==> config.mk <==
export PLATFORM = sky130hd
export DESIGN_NAME = pneumatic_bang_bang_regulator_top_flat
export DESIGN_NICKNAME = d
export VERILOG_FILES = /design/src/rtl/bbr_pkg.sv /design/src/rtl/bbr_ifs.sv /design/src/rtl/bbr_ctrl.sv /design/src/rtl/bbr_dpath.sv /design/src/rtl/pneumatic_bang_bang_regulator_top.sv /design/src/flat_wrapper.sv
export SDC_FILE = /design/constraint.sdc
export NUM_CORES = 2
export LEC_CHECK = 0
export ABC_CLOCK_PERIOD_IN_PS = 14500
export CAP_MARGIN = 20
export CORE_MARGIN = 2
export CORE_UTILIZATION = 40
export CTS_BUF_LIST = sky130_fd_sc_hd__clkbuf_8
export CTS_CLUSTER_DIAMETER = 50
export DETAILED_ROUTE_END_ITERATION = 8
export DONT_BUFFER_PORTS = 1
export GPL_ROUTABILITY_DRIVEN = 0
export PLACE_DENSITY_LB_ADDON = 0.1
export SYNTH_ARGS = -nofsm -noshare
export SYNTH_HDL_FRONTEND = slang
export SYNTH_SLANG_ARGS = --single-unit
==> constraint.sdc <==
create_clock -name clk -period 14.5 [get_ports clk]
set_input_delay 1.45 -clock clk [delete_from_list [all_inputs] [get_ports clk]]
set_output_delay 1.45 -clock clk [all_outputs]
set_load 0.01 [all_outputs]
==> src/rtl/bbr_pkg.sv <==
package bbr_pkg;

	// valve shift-register geometry
	localparam int NUM_REGISTERS  = 4;
	localparam int REGISTER_WIDTH = 8;
	localparam int IMG_WIDTH      = 32;
	localparam int IMG_BITS       = NUM_REGISTERS * REGISTER_WIDTH;
	localparam int IMG_LIMIT      = (IMG_BITS > IMG_WIDTH) ? IMG_WIDTH : IMG_BITS;

	// field widths
	localparam int RAW_W   = 14;
	localparam int Q16_W   = 17;
	localparam int PRS_W   = 16;
	localparam int POS_W   = 6;
	localparam int IDX_W   = 3;
	localparam int CMD_W   = 2;

	// sensor transfer function
	localparam int SENSOR_OFFSET = 1638;
	localparam int SENSOR_SPAN   = 13108;
	localparam int FS_MAX        = 65535;
	// bias that lifts the scaled code above zero before the division
	localparam int CONV_BIAS     = (FS_MAX * SENSOR_OFFSET + SENSOR_SPAN - 1) / SENSOR_SPAN;
	localparam int CONV_OFFS     = CONV_BIAS * SENSOR_SPAN;
	localparam int RECIP_SHIFT   = 44;
	localparam logic [31:0] RECIP_M =
		32'((64'd1 << RECIP_SHIFT) / 64'(SENSOR_SPAN));

	localparam logic [Q16_W-1:0] ONE_Q16 = 17'h10000;

	// register indexes
	typedef enum logic [IDX_W-1:0] {
		REG_MIN_PRESSURE = 3'd0,
		REG_MAX_PRESSURE = 3'd1,
		REG_TOLERANCE    = 3'd2,
		REG_FILTER_GAIN  = 3'd3,
		REG_FULL_SCALE   = 3'd4,
		REG_INFLATE_BIT  = 3'd5,
		REG_VACUUM_BIT   = 3'd6
	} reg_idx_t;

	typedef enum logic [CMD_W-1:0] {
		VALVE_HOLD    = 2'd0,
		VALVE_INFLATE = 2'd1,
		VALVE_VACUUM  = 2'd2
	} valve_cmd_t;

	typedef enum logic [2:0] {
		MUL_CONV,
		MUL_RECIP,
		MUL_CORR,
		MUL_FILT,
		MUL_SETP
	} mul_op_t;

	typedef enum logic [2:0] {
		ST_IDLE,
		ST_CONV,
		ST_RECIP,
		ST_CORR,
		ST_QUO,
		ST_FILT,
		ST_SETP,
		ST_DEC
	} state_t;

	typedef struct packed {
		logic [PRS_W-1:0] sp_floor;
		logic [PRS_W-1:0] sp_ceil;
		logic [PRS_W-1:0] tolerance;
		logic [Q16_W-1:0] filter_gain;
		logic [PRS_W-1:0] full_scale;
		logic [POS_W-1:0] inflate_bit;
		logic [POS_W-1:0] vacuum_bit;
	} cfg_t;

	typedef struct packed {
		logic    capture;
		logic    mul_en;
		mul_op_t op;
		logic    quo_en;
		logic    filt_en;
		logic    commit;
	} bbr_cmd_t;

endpackage

==> src/rtl/bbr_ifs.sv <==
interface bbr_in_if;
	import bbr_pkg::*;
	logic             valid;
	logic             ready;
	logic [RAW_W-1:0] raw_sample;
	logic [Q16_W-1:0] activation;
	logic             stop_when_reached;

	modport source (output valid, raw_sample, activation, stop_when_reached, input ready);
	modport sink   (input valid, raw_sample, activation, stop_when_reached, output ready);
endinterface

interface bbr_out_if;
	import bbr_pkg::*;
	logic                 valid;
	logic                 ready;
	logic [CMD_W-1:0]     valve_command;
	logic [PRS_W-1:0]     filtered_pressure;
	logic [PRS_W-1:0]     active_setpoint;
	logic                 reached;
	logic [IMG_WIDTH-1:0] shift_image;

	modport source (output valid, valve_command, filtered_pressure, active_setpoint, reached,
		shift_image, input ready);
	modport sink   (input valid, valve_command, filtered_pressure, active_setpoint, reached,
		shift_image, output ready);
endinterface

interface bbr_cfg_if;
	import bbr_pkg::*;
	logic             valid;
	logic             ready;
	logic [IDX_W-1:0] index;
	logic [Q16_W-1:0] data;

	modport source (output valid, index, data, input ready);
	modport sink   (input valid, index, data, output ready);
endinterface

==> src/rtl/bbr_ctrl.sv <==
module bbr_ctrl (
	input  logic              clk,
	input  logic              arst_n,
	input  logic              in_valid,
	output logic              in_ready,
	output logic              out_valid,
	input  logic              out_ready,
	output bbr_pkg::bbr_cmd_t cmd
);
	import bbr_pkg::*;

	state_t state_q, state_d;
	logic   out_valid_q;

	always_ff @(posedge clk or negedge arst_n) begin
		if (!arst_n) begin
			state_q     <= ST_IDLE;
			out_valid_q <= 1'b0;
		end else begin
			state_q <= state_d;
			if (cmd.commit) begin
				out_valid_q <= 1'b1;
			end else if (out_ready) begin
				out_valid_q <= 1'b0;
			end
		end
	end

	always_comb begin
		state_d  = state_q;
		in_ready = 1'b0;
		cmd      = '{capture: 1'b0, mul_en: 1'b0, op: MUL_CONV, quo_en: 1'b0,
			filt_en: 1'b0, commit: 1'b0};
		unique case (state_q)
			ST_IDLE: begin
				in_ready = 1'b1;
				if (in_valid) begin
					cmd.capture = 1'b1;
					state_d     = ST_CONV;
				end
			end
			ST_CONV: begin
				cmd.mul_en = 1'b1;
				cmd.op     = MUL_CONV;
				state_d    = ST_RECIP;
			end
			ST_RECIP: begin
				cmd.mul_en = 1'b1;
				cmd.op     = MUL_RECIP;
				state_d    = ST_CORR;
			end
			ST_CORR: begin
				cmd.mul_en = 1'b1;
				cmd.op     = MUL_CORR;
				state_d    = ST_QUO;
			end
			ST_QUO: begin
				cmd.quo_en = 1'b1;
				state_d    = ST_FILT;
			end
			ST_FILT: begin
				cmd.mul_en = 1'b1;
				cmd.op     = MUL_FILT;
				state_d    = ST_SETP;
			end
			ST_SETP: begin
				cmd.mul_en  = 1'b1;
				cmd.op      = MUL_SETP;
				cmd.filt_en = 1'b1;
				state_d     = ST_DEC;
			end
			ST_DEC: begin
				// result slot free or emptied this cycle
				if (!out_valid_q || out_ready) begin
					cmd.commit = 1'b1;
					state_d    = ST_IDLE;
				end
			end
		endcase
	end

	assign out_valid = out_valid_q;

endmodule

==> src/rtl/bbr_dpath.sv <==
module bbr_dpath (
	input  logic                          clk,
	input  logic                          arst_n,
	input  bbr_pkg::cfg_t                 cfg,
	input  bbr_pkg::bbr_cmd_t             cmd,
	input  logic [bbr_pkg::RAW_W-1:0]     raw_sample,
	input  logic [bbr_pkg::Q16_W-1:0]     activation,
	input  logic                          stop_when_reached,
	output logic [bbr_pkg::CMD_W-1:0]     valve_command,
	output logic [bbr_pkg::PRS_W-1:0]     filtered_pressure,
	output logic [bbr_pkg::PRS_W-1:0]     active_setpoint,
	output logic                          reached,
	output logic [bbr_pkg::IMG_WIDTH-1:0] shift_image
);
	import bbr_pkg::*;

	// captured item
	logic [RAW_W-1:0] raw_q;
	logic [Q16_W-1:0] act_q;
	logic             stop_q;

	// working registers
	logic signed [63:0] prod_q;
	logic [30:0]        xoff_q;
	logic [17:0]        qest_q;
	logic signed [18:0] conv_q;
	logic [PRS_W-1:0]   filt_q;

	// regulator state
	logic [PRS_W-1:0]     est_q;
	logic [PRS_W-1:0]     held_q;
	logic                 reached_q;
	logic [IMG_WIDTH-1:0] img_q;
	valve_cmd_t           vcmd_q;

	logic signed [31:0] mul_a, mul_b;
	logic [30:0]        xoff_d;
	logic [30:0]        rem;
	logic [17:0]        quo;
	logic signed [18:0] conv_d;
	logic [Q16_W-1:0]   gain_eff, act_eff;
	logic signed [39:0] acc;
	logic [PRS_W-1:0]   filt_d;
	logic [33:0]        sp_sum;
	logic [17:0]        sp_raw;
	logic [PRS_W-1:0]   sp_lo, sp;
	logic signed [17:0] diff;
	logic [17:0]        mag;
	logic               in_band, skip;
	valve_cmd_t         vcmd_d;
	logic [IMG_WIDTH-1:0] img_d;

	assign gain_eff = cfg.filter_gain[Q16_W-1] ? ONE_Q16 : cfg.filter_gain;
	assign act_eff  = act_q[Q16_W-1] ? ONE_Q16 : act_q;

	// scaled code lifted to non-negative
	assign xoff_d = 31'(prod_q[31:0] + 32'(CONV_OFFS));

	// shared multiplier operand select
	always_comb begin
		unique case (cmd.op)
			MUL_CONV: begin
				mul_a = signed'({16'd0, cfg.full_scale});
				mul_b = signed'({18'd0, raw_q}) - signed'(32'(SENSOR_OFFSET));
			end
			MUL_RECIP: begin
				mul_a = signed'({1'b0, xoff_d});
				mul_b = signed'(RECIP_M);
			end
			MUL_CORR: begin
				// quotient estimate straight from the reciprocal product
				mul_a = signed'({14'd0, prod_q[61:44]});
				mul_b = signed'(32'(SENSOR_SPAN));
			end
			MUL_FILT: begin
				mul_a = signed'({15'd0, gain_eff});
				mul_b = 32'(conv_q) - signed'({16'd0, est_q});
			end
			MUL_SETP: begin
				mul_a = signed'({16'd0, cfg.sp_ceil});
				mul_b = signed'({15'd0, act_eff});
			end
			default: begin
				mul_a = '0;
				mul_b = '0;
			end
		endcase
	end

	// quotient correction: estimate is low by at most one
	assign rem    = xoff_q - prod_q[30:0];
	assign quo    = (rem >= 31'(SENSOR_SPAN)) ? qest_q + 18'd1 : qest_q;
	assign conv_d = signed'({1'b0, quo}) - signed'(19'(CONV_BIAS));

	// filter: g*(c-old) + old*one + half, then clamp
	assign acc = signed'(prod_q[39:0]) + signed'({8'd0, est_q, 16'h8000});
	always_comb begin
		if (acc[39]) begin
			filt_d = '0;
		end else if (acc[39:32] != 8'd0) begin
			filt_d = '1;
		end else begin
			filt_d = acc[31:16];
		end
	end

	// setpoint with rounding and clamp, max bound wins
	assign sp_sum = prod_q[33:0] + 34'd32768;
	assign sp_raw = sp_sum[33:16];
	assign sp_lo  = (sp_raw < {2'd0, cfg.sp_floor}) ? cfg.sp_floor : sp_raw[15:0];
	assign sp     = (sp_lo > cfg.sp_ceil) ? cfg.sp_ceil : sp_lo;

	// deadband
	assign diff    = signed'({2'd0, filt_q}) - signed'({2'd0, sp});
	assign mag     = diff[17] ? 18'(-diff) : 18'(diff);
	assign in_band = mag <= {2'd0, cfg.tolerance};
	assign skip    = reached_q && (held_q == sp) && stop_q;

	always_comb begin
		priority if (skip || in_band) begin
			vcmd_d = VALVE_HOLD;
		end else if (diff[17]) begin
			vcmd_d = VALVE_INFLATE;
		end else begin
			vcmd_d = VALVE_VACUUM;
		end
	end

	// valve image, vacuum write after inflate write
	always_comb begin
		for (int j = 0; j < IMG_WIDTH; j++) begin
			img_d[j] = img_q[j];
			if (j < IMG_LIMIT) begin
				if (cfg.inflate_bit == POS_W'(j + 1)) begin
					img_d[j] = (vcmd_d == VALVE_INFLATE);
				end
				if (cfg.vacuum_bit == POS_W'(j + 1)) begin
					img_d[j] = (vcmd_d == VALVE_VACUUM);
				end
			end
		end
	end

	always_ff @(posedge clk) begin
		if (cmd.capture) begin
			raw_q  <= raw_sample;
			act_q  <= activation;
			stop_q <= stop_when_reached;
		end
		if (cmd.mul_en) begin
			prod_q <= 64'(mul_a) * 64'(mul_b);
		end
		if (cmd.mul_en && cmd.op == MUL_RECIP) begin
			xoff_q <= xoff_d;
		end
		if (cmd.mul_en && cmd.op == MUL_CORR) begin
			qest_q <= prod_q[61:44];
		end
		if (cmd.quo_en) begin
			conv_q <= conv_d;
		end
		if (cmd.filt_en) begin
			filt_q <= filt_d;
		end
		if (cmd.commit) begin
			vcmd_q <= vcmd_d;
		end
	end

	always_ff @(posedge clk or negedge arst_n) begin
		if (!arst_n) begin
			est_q     <= '0;
			held_q    <= '0;
			reached_q <= 1'b0;
			img_q     <= '0;
		end else if (cmd.commit) begin
			est_q <= filt_q;
			img_q <= img_d;
			if (!skip) begin
				held_q    <= sp;
				reached_q <= in_band;
			end
		end
	end

	assign valve_command     = vcmd_q;
	assign filtered_pressure = est_q;
	assign active_setpoint   = held_q;
	assign reached           = reached_q;
	assign shift_image       = img_q;

endmodule

==> src/rtl/pneumatic_bang_bang_regulator_top.sv <==
// Bang-bang pressure regulator with deadband. Each sample beat carries a 14-bit sensor
// code, a Q1.16 demand and a stop flag; the block converts the code to Q8.8 psi, runs
// it through an exponentially weighted filter, forms a clamped setpoint, and decides
// hold, inflate or vacuum, returning one result beat per sample with the filtered
// pressure, setpoint, reached flag and a 32-bit valve shift-register image. Each sample
// passes in turn through the single shared 32x32 multiplier, used five times (scale,
// reciprocal divide, divide correction, filter, setpoint), with a quotient fix-up step
// after the divide correction and a decision step at the end that latches the result;
// a new sample is taken in the cycle after the previous result is latched, while that
// result may still be waiting downstream.
// Configuration beats are taken every cycle and must only be sent while the block is idle.
module pneumatic_bang_bang_regulator_top (
	input logic  clk,
	input logic  arst_n,
	bbr_cfg_if.sink    cfg,
	bbr_in_if.sink     sample,
	bbr_out_if.source  result
);
	import bbr_pkg::*;

	cfg_t     cfg_q;
	bbr_cmd_t cmd;

	// configuration registers, always ready
	assign cfg.ready = 1'b1;

	always_ff @(posedge clk or negedge arst_n) begin
		if (!arst_n) begin
			cfg_q.sp_floor    <= 16'd0;
			cfg_q.sp_ceil     <= 16'd1280;
			cfg_q.tolerance   <= 16'd26;
			cfg_q.filter_gain <= ONE_Q16;
			cfg_q.full_scale  <= 16'd3840;
			cfg_q.inflate_bit <= 6'd1;
			cfg_q.vacuum_bit  <= 6'd2;
		end else if (cfg.valid) begin
			unique case (cfg.index)
				REG_MIN_PRESSURE: cfg_q.sp_floor    <= cfg.data[PRS_W-1:0];
				REG_MAX_PRESSURE: cfg_q.sp_ceil     <= cfg.data[PRS_W-1:0];
				REG_TOLERANCE:    cfg_q.tolerance   <= cfg.data[PRS_W-1:0];
				REG_FILTER_GAIN:  cfg_q.filter_gain <= cfg.data;
				REG_FULL_SCALE:   cfg_q.full_scale  <= cfg.data[PRS_W-1:0];
				REG_INFLATE_BIT:  cfg_q.inflate_bit <= cfg.data[POS_W-1:0];
				REG_VACUUM_BIT:   cfg_q.vacuum_bit  <= cfg.data[POS_W-1:0];
				// unused index, beat dropped
				default: ;
			endcase
		end
	end

	// sequencer: one sample in flight, result slot tracked here
	bbr_ctrl u_ctrl (
		.clk       (clk),
		.arst_n    (arst_n),
		.in_valid  (sample.valid),
		.in_ready  (sample.ready),
		.out_valid (result.valid),
		.out_ready (result.ready),
		.cmd       (cmd)
	);

	// arithmetic, regulator state and result registers
	bbr_dpath u_dpath (
		.clk               (clk),
		.arst_n            (arst_n),
		.cfg               (cfg_q),
		.cmd               (cmd),
		.raw_sample        (sample.raw_sample),
		.activation        (sample.activation),
		.stop_when_reached (sample.stop_when_reached),
		.valve_command     (result.valve_command),
		.filtered_pressure (result.filtered_pressure),
		.active_setpoint   (result.active_setpoint),
		.reached           (result.reached),
		.shift_image       (result.shift_image)
	);

endmodule
==> src/flat_wrapper.sv <==
// flat-port wrapper written by rule: the top's interface ports become plain ports
module pneumatic_bang_bang_regulator_top_flat import bbr_pkg::*;
  (clk, arst_n, cfg_valid, cfg_index, cfg_data, cfg_ready, sample_valid, sample_raw_sample, sample_activation, sample_stop_when_reached, sample_ready, result_valid, result_valve_command, result_filtered_pressure, result_active_setpoint, result_reached, result_shift_image, result_ready);
  bbr_cfg_if cfg_i ();
  bbr_in_if sample_i ();
  bbr_out_if result_i ();
  input logic clk;
  input logic arst_n;
  input wire logic [$bits(cfg_i.valid)-1:0] cfg_valid;
  input wire logic [$bits(cfg_i.index)-1:0] cfg_index;
  input wire logic [$bits(cfg_i.data)-1:0] cfg_data;
  output wire logic [$bits(cfg_i.ready)-1:0] cfg_ready;
  input wire logic [$bits(sample_i.valid)-1:0] sample_valid;
  input wire logic [$bits(sample_i.raw_sample)-1:0] sample_raw_sample;
  input wire logic [$bits(sample_i.activation)-1:0] sample_activation;
  input wire logic [$bits(sample_i.stop_when_reached)-1:0] sample_stop_when_reached;
  output wire logic [$bits(sample_i.ready)-1:0] sample_ready;
  output wire logic [$bits(result_i.valid)-1:0] result_valid;
  output wire logic [$bits(result_i.valve_command)-1:0] result_valve_command;
  output wire logic [$bits(result_i.filtered_pressure)-1:0] result_filtered_pressure;
  output wire logic [$bits(result_i.active_setpoint)-1:0] result_active_setpoint;
  output wire logic [$bits(result_i.reached)-1:0] result_reached;
  output wire logic [$bits(result_i.shift_image)-1:0] result_shift_image;
  input wire logic [$bits(result_i.ready)-1:0] result_ready;
  assign cfg_i.valid = cfg_valid;
  assign cfg_i.index = cfg_index;
  assign cfg_i.data = cfg_data;
  assign cfg_ready = cfg_i.ready;
  assign sample_i.valid = sample_valid;
  assign sample_i.raw_sample = sample_raw_sample;
  assign sample_i.activation = sample_activation;
  assign sample_i.stop_when_reached = sample_stop_when_reached;
  assign sample_ready = sample_i.ready;
  assign result_valid = result_i.valid;
  assign result_valve_command = result_i.valve_command;
  assign result_filtered_pressure = result_i.filtered_pressure;
  assign result_active_setpoint = result_i.active_setpoint;
  assign result_reached = result_i.reached;
  assign result_shift_image = result_i.shift_image;
  assign result_i.ready = result_ready;
  pneumatic_bang_bang_regulator_top u_core (.clk(clk), .arst_n(arst_n), .cfg(cfg_i), .sample(sample_i), .result(result_i));
endmodule
==> impl_metrics.prom <==
# TYPE chip_impl_metric gauge
chip_impl_metric{name="cts_setup_buffers",unit=""} 0
chip_impl_metric{name="fp.dieH",unit="um"} 359
chip_impl_metric{name="cts_resized",unit=""} 0
chip_impl_metric{name="globalRouteOverflowTotal",unit=""} 0
chip_impl_metric{name="ys_seq_elements",unit=""} 338
chip_impl_metric{name="maximum_number_of_pins_on_one_net_before_global_route_repair",unit=""} 163
chip_impl_info{name="setup_repair_after_global_routing_missed_its_margin",value="false"} 1
chip_impl_info{name="root_buffer",value="sky130_fd_sc_hd__clkbuf_8"} 1
chip_impl_metric{name="postLayoutCoreUtil",unit=""} 0.437
chip_impl_metric{name="max-cap-violations",unit=""} 0
chip_impl_metric{name="grt_pass1_wl",unit="um"} 238000
chip_impl_metric{name="place_hpwl",unit="um"} 126000
chip_impl_metric{name="final.setup.tns",unit="ns"} 0
chip_impl_metric{name="routed_wire_length_per_instance",unit="um"} 21.3
chip_impl_metric{name="cts_htree_levels",unit=""} 3
chip_impl_metric{name="cts_num_sinks",unit=""} 338
chip_impl_metric{name="worst_skew_pair.late_latency",unit="ns"} 0.66
chip_impl_metric{name="floorplan.initialDensity",unit=""} 0.402
chip_impl_metric{name="fmax",unit="MHz"} 83.4
chip_impl_metric{name="routed_wl",unit="um"} 152000
chip_impl_metric{name="finalWorstPathRequiredPeriod",unit="ns"} 11.99
chip_impl_metric{name="drt-initial-drc-count",unit=""} 2573
chip_impl_info{name="outcome",value="complete, no violations"} 1
chip_impl_metric{name="synthCells",unit=""} 5230
chip_impl_metric{name="core",unit="um^2"} 125000
chip_impl_metric{name="post_layout_nonfiller_instances",unit=""} 7134
chip_impl_info{name="end_kind",value="flop"} 1
chip_impl_metric{name="finalHoldViolations",unit=""} 0
chip_impl_metric{name="routed_via_density",unit=""} 5.14
chip_impl_info{name="cpMaxStageDelayCell",value="sky130_fd_sc_hd__edfxtp_1"} 1
chip_impl_metric{name="crit_fanout",unit=""} 49
chip_impl_metric{name="n_antenna_cell",unit=""} 0
chip_impl_metric{name="max-clock-path-buffers",unit=""} 3
chip_impl_metric{name="chipWidth",unit="um"} 359
chip_impl_metric{name="worst_path_largest_cell_delay",unit="ns"} 0.59
chip_impl_metric{name="dp_cells",unit=""} 7010
chip_impl_metric{name="synth_seq_area_share",unit=""} 0.186
chip_impl_metric{name="tightestPinTransition",unit="ns"} 1.21
chip_impl_metric{name="yosysWarnings",unit=""} 0
chip_impl_metric{name="drive_gt1_frac",unit=""} 0.0625
chip_impl_metric{name="report.final.setup_viol",unit=""} 0
chip_impl_metric{name="post_cts_hold_buffer_count",unit=""} 0
chip_impl_metric{name="timing.hold.ws",unit="ns"} 0.485
chip_impl_metric{name="port_buffers",unit=""} 0
chip_impl_metric{name="syn_area",unit="um^2"} 50400
chip_impl_info{name="ys_dominant_reg_cell",value="sky130_fd_sc_hd__edfxtp_1"} 1
chip_impl_metric{name="first_global_vias",unit=""} 38400
chip_impl_info{name="hold_path.class",value="in -> async"} 1
chip_impl_metric{name="report.final.slew_viol_count",unit=""} 0
chip_impl_metric{name="area.growth.synth_to_final",unit="%"} 8.69
chip_impl_metric{name="ys_types",unit=""} 105
chip_impl_metric{name="overall_die_area",unit="um^2"} 129000
chip_impl_metric{name="antenna_violating_nets_post_route",unit=""} 0
chip_impl_info{name="startpoint_type",value="flop"} 1
chip_impl_metric{name="detail_route.first_pass.iterations",unit=""} 6
chip_impl_metric{name="layout_worst_path_cycle_share",unit=""} 0.827
chip_impl_metric{name="asyncSetResetFlopFracSynth",unit=""} 0.479
chip_impl_metric{name="worst_ep_arrival_time",unit="ns"} 12.37
chip_impl_metric{name="floorplan.rows",unit=""} 130
chip_impl_metric{name="global_route.usage.total",unit=""} 0.242
chip_impl_info{name="critPathKind",value="reg -> reg"} 1
chip_impl_metric{name="clk_pin_slew_worst_paths",unit="ns"} 0.06
chip_impl_metric{name="i_o_pins",unit=""} 127
chip_impl_metric{name="tritoncts.num_buffers",unit=""} 67
chip_impl_metric{name="synth-edff-count",unit=""} 176
chip_impl_metric{name="final_nets",unit=""} 6738
chip_impl_metric{name="via_count",unit=""} 36600
chip_impl_info{name="critPathMostFrequentCell",value="sky130_fd_sc_hd__ha_1"} 1
chip_impl_metric{name="max-slew-margin-rel",unit=""} 0.187
chip_impl_info{name="tritoncts",value="done"} 1
chip_impl_metric{name="cp_data_required_time",unit="ns"} 14.88
chip_impl_metric{name="antenna_found_initial",unit=""} 5
chip_impl_metric{name="finalClockSkew",unit="ns"} 0.0208
chip_impl_metric{name="syn_avg_cell_area",unit="um^2"} 9.64
chip_impl_metric{name="drc",unit=""} 0
[flip-flops by register name, indices dropped and copies added (netlist names)]
| register | flops |
|---|---|
| u_core.cfg_q | 93 |
| u_core.u_dpath.filt_q | 16 |
| u_core.u_dpath.active_setpoint | 16 |
| u_core.u_dpath.prod_q | 58 |
| u_core.u_dpath.qest_q | 18 |
| u_core.u_ctrl.state_q | 3 |
| u_core.u_dpath.reached | 1 |
| u_core.u_dpath.shift_image | 32 |
| u_core.u_dpath.conv_q | 19 |
| u_core.u_dpath.act_q | 17 |
| u_core.u_dpath.stop_q | 1 |
| u_core.u_dpath.valve_command | 2 |
| u_core.u_dpath.xoff_q | 31 |
| u_core.u_dpath.raw_q | 14 |
| u_core.u_dpath.filtered_pressure | 16 |
| u_core.u_ctrl.out_valid | 1 |
[layout make-up]
class,count,area (um^2)
fill,12300,70600
multi-input combinational,3867,37300
sequential,338,9350
inverter,1079,4050
tap,1650,2060
clock buffer,85,1170
timing repair buffer,78,606
clock inverter,37,223
[layout by cell type (no fill, tap or decap), drive strengths merged, types with 27 or more instances in the layout]
cell / instances
nand2: 597
a21oi: 195
inv: 1107
nand2b: 44
o21a: 27
a31oi: 33
ha: 408
mux2: 69
nor2: 233
dfrtp: 150
and2: 80
and3: 47
xor2: 75
nor2b: 38
clkbuf: 85
fa: 842
a21o: 79
buf: 78
o31ai: 44
edfxtp: 176
o21ai: 205
conb: 219
nor3: 58
nand3: 61
xnor2: 178
[critical path: cells and delay by family, from the launching register on]
kind,cells,cell delay [ns]
AND/OR/NAND/NOR,17,2.98
XOR/XNOR,2,0.41
buffers and inverters,3,1.35
adder cells (fa/ha/maj),5,1.64
flip-flops,1,0.59
AO/OA/AOI/OAI,22,4.24
multiplexers,1,0.43
[cells by family (layout without fill, tap and decap cells)]
group	count (synthesis)	in the layout	synth area share
simple gates	1282	1282	0.118
xor+xnor	253	253	0.0439
flops	338	338	0.186
fa+ha+maj	1252	1252	0.436
compound gates	776	776	0.103
mux	85	85	0.0201
buf+inv	1242	1279	0.0934
other cells	2	219	0.000149
[per-layer routing]
layer | part of all wire | vias to the layer above | routed length, um | track usage
li1 | - | 16900 | - | -
met1 | 0.45 | 18600 | 67800 | 0.334
met2 | 0.48 | 874 | 72500 | 0.402
met3 | 0.047 | 236 | 7130 | 0.0287
met4 | 0.032 | 0 | 4850 | 0.0683
met5 | 0 | - | 0 | 0
[metrics by stage]
stage / area [um^2] / setup slack (ns)
after floorplan: 51200 / 4.32
after global placement: 53400 / 2.70
after detailed placement: 53400 / 2.57
after CTS: 54800 / 2.53
after global routing: 54800 / 1.62
final: 54800 / 2.51
[worst paths after layout]
path | startpoint | endpoint | slack (ns) | depth (start not counted)
max in group asynchronous | arst_n | u_core.cfg_q[69] | 13.71 | 0
setup reg to reg | u_core.u_dpath.prod_q[15] | u_core.u_dpath.valve_command[0] | 2.51 | 50
hold reg to reg | u_core.cfg_q[29] | u_core.cfg_q[29] | 0.50 | 1
setup / recovery | u_core.u_dpath.prod_q[15] | u_core.u_dpath.valve_command[0] | 2.51 | 50
hold / removal | arst_n | u_core.u_dpath.shift_image[13] | 0.49 | 0
min in group clk | u_core.cfg_q[29] | u_core.cfg_q[29] | 0.50 | 1
[synthesized netlist by cell type (7+ instances only)]
library cell | instances | area [um^2]
sky130_fd_sc_hd__a211oi_1 | 21 | 158
sky130_fd_sc_hd__a21boi_0 | 9 | 67.6
sky130_fd_sc_hd__a21o_1 | 79 | 593
sky130_fd_sc_hd__a21oi_1 | 190 | 951
sky130_fd_sc_hd__a221oi_1 | 15 | 131
sky130_fd_sc_hd__a22oi_1 | 8 | 60.1
sky130_fd_sc_hd__a311oi_1 | 18 | 158
sky130_fd_sc_hd__a31oi_1 | 32 | 200
sky130_fd_sc_hd__and2_1 | 77 | 482
sky130_fd_sc_hd__and3_1 | 47 | 294
sky130_fd_sc_hd__buf_1 | 14 | 52.6
sky130_fd_sc_hd__buf_2 | 10 | 50.1
sky130_fd_sc_hd__clkbuf_1 | 134 | 503
sky130_fd_sc_hd__dfrtp_1 | 150 | 3750
sky130_fd_sc_hd__dfstp_2 | 12 | 315
sky130_fd_sc_hd__edfxtp_1 | 176 | 5290
sky130_fd_sc_hd__fa_1 | 842 | 16900
sky130_fd_sc_hd__ha_1 | 408 | 5100
sky130_fd_sc_hd__inv_1 | 1078 | 4050
sky130_fd_sc_hd__mux2_2 | 67 | 754
sky130_fd_sc_hd__mux2i_1 | 10 | 100
sky130_fd_sc_hd__nand2_1 | 596 | 2240
sky130_fd_sc_hd__nand2b_1 | 44 | 275
sky130_fd_sc_hd__nand3_1 | 61 | 305
sky130_fd_sc_hd__nand3b_1 | 10 | 75.1
sky130_fd_sc_hd__nand4_1 | 25 | 156
sky130_fd_sc_hd__nor2_1 | 233 | 875
sky130_fd_sc_hd__nor2b_1 | 38 | 238
sky130_fd_sc_hd__nor3_1 | 54 | 270
sky130_fd_sc_hd__nor3b_1 | 17 | 128
sky130_fd_sc_hd__nor4_1 | 17 | 106
sky130_fd_sc_hd__o2111ai_1 | 7 | 61.3
sky130_fd_sc_hd__o211ai_1 | 15 | 113
sky130_fd_sc_hd__o21a_1 | 27 | 203
sky130_fd_sc_hd__o21ai_0 | 181 | 906
sky130_fd_sc_hd__o21ai_1 | 24 | 120
sky130_fd_sc_hd__o21bai_1 | 13 | 97.6
sky130_fd_sc_hd__o31a_1 | 7 | 61.3
sky130_fd_sc_hd__o31ai_1 | 32 | 240
sky130_fd_sc_hd__o31ai_4 | 10 | 213
sky130_fd_sc_hd__or2_2 | 8 | 50.1
sky130_fd_sc_hd__or3_1 | 13 | 81.3
sky130_fd_sc_hd__xnor2_1 | 178 | 1560
sky130_fd_sc_hd__xor2_1 | 75 | 657
Power is left out: the tool's default activity adds up to more than one toggle a clock period on the data nets, which glitch-free logic cannot reach.
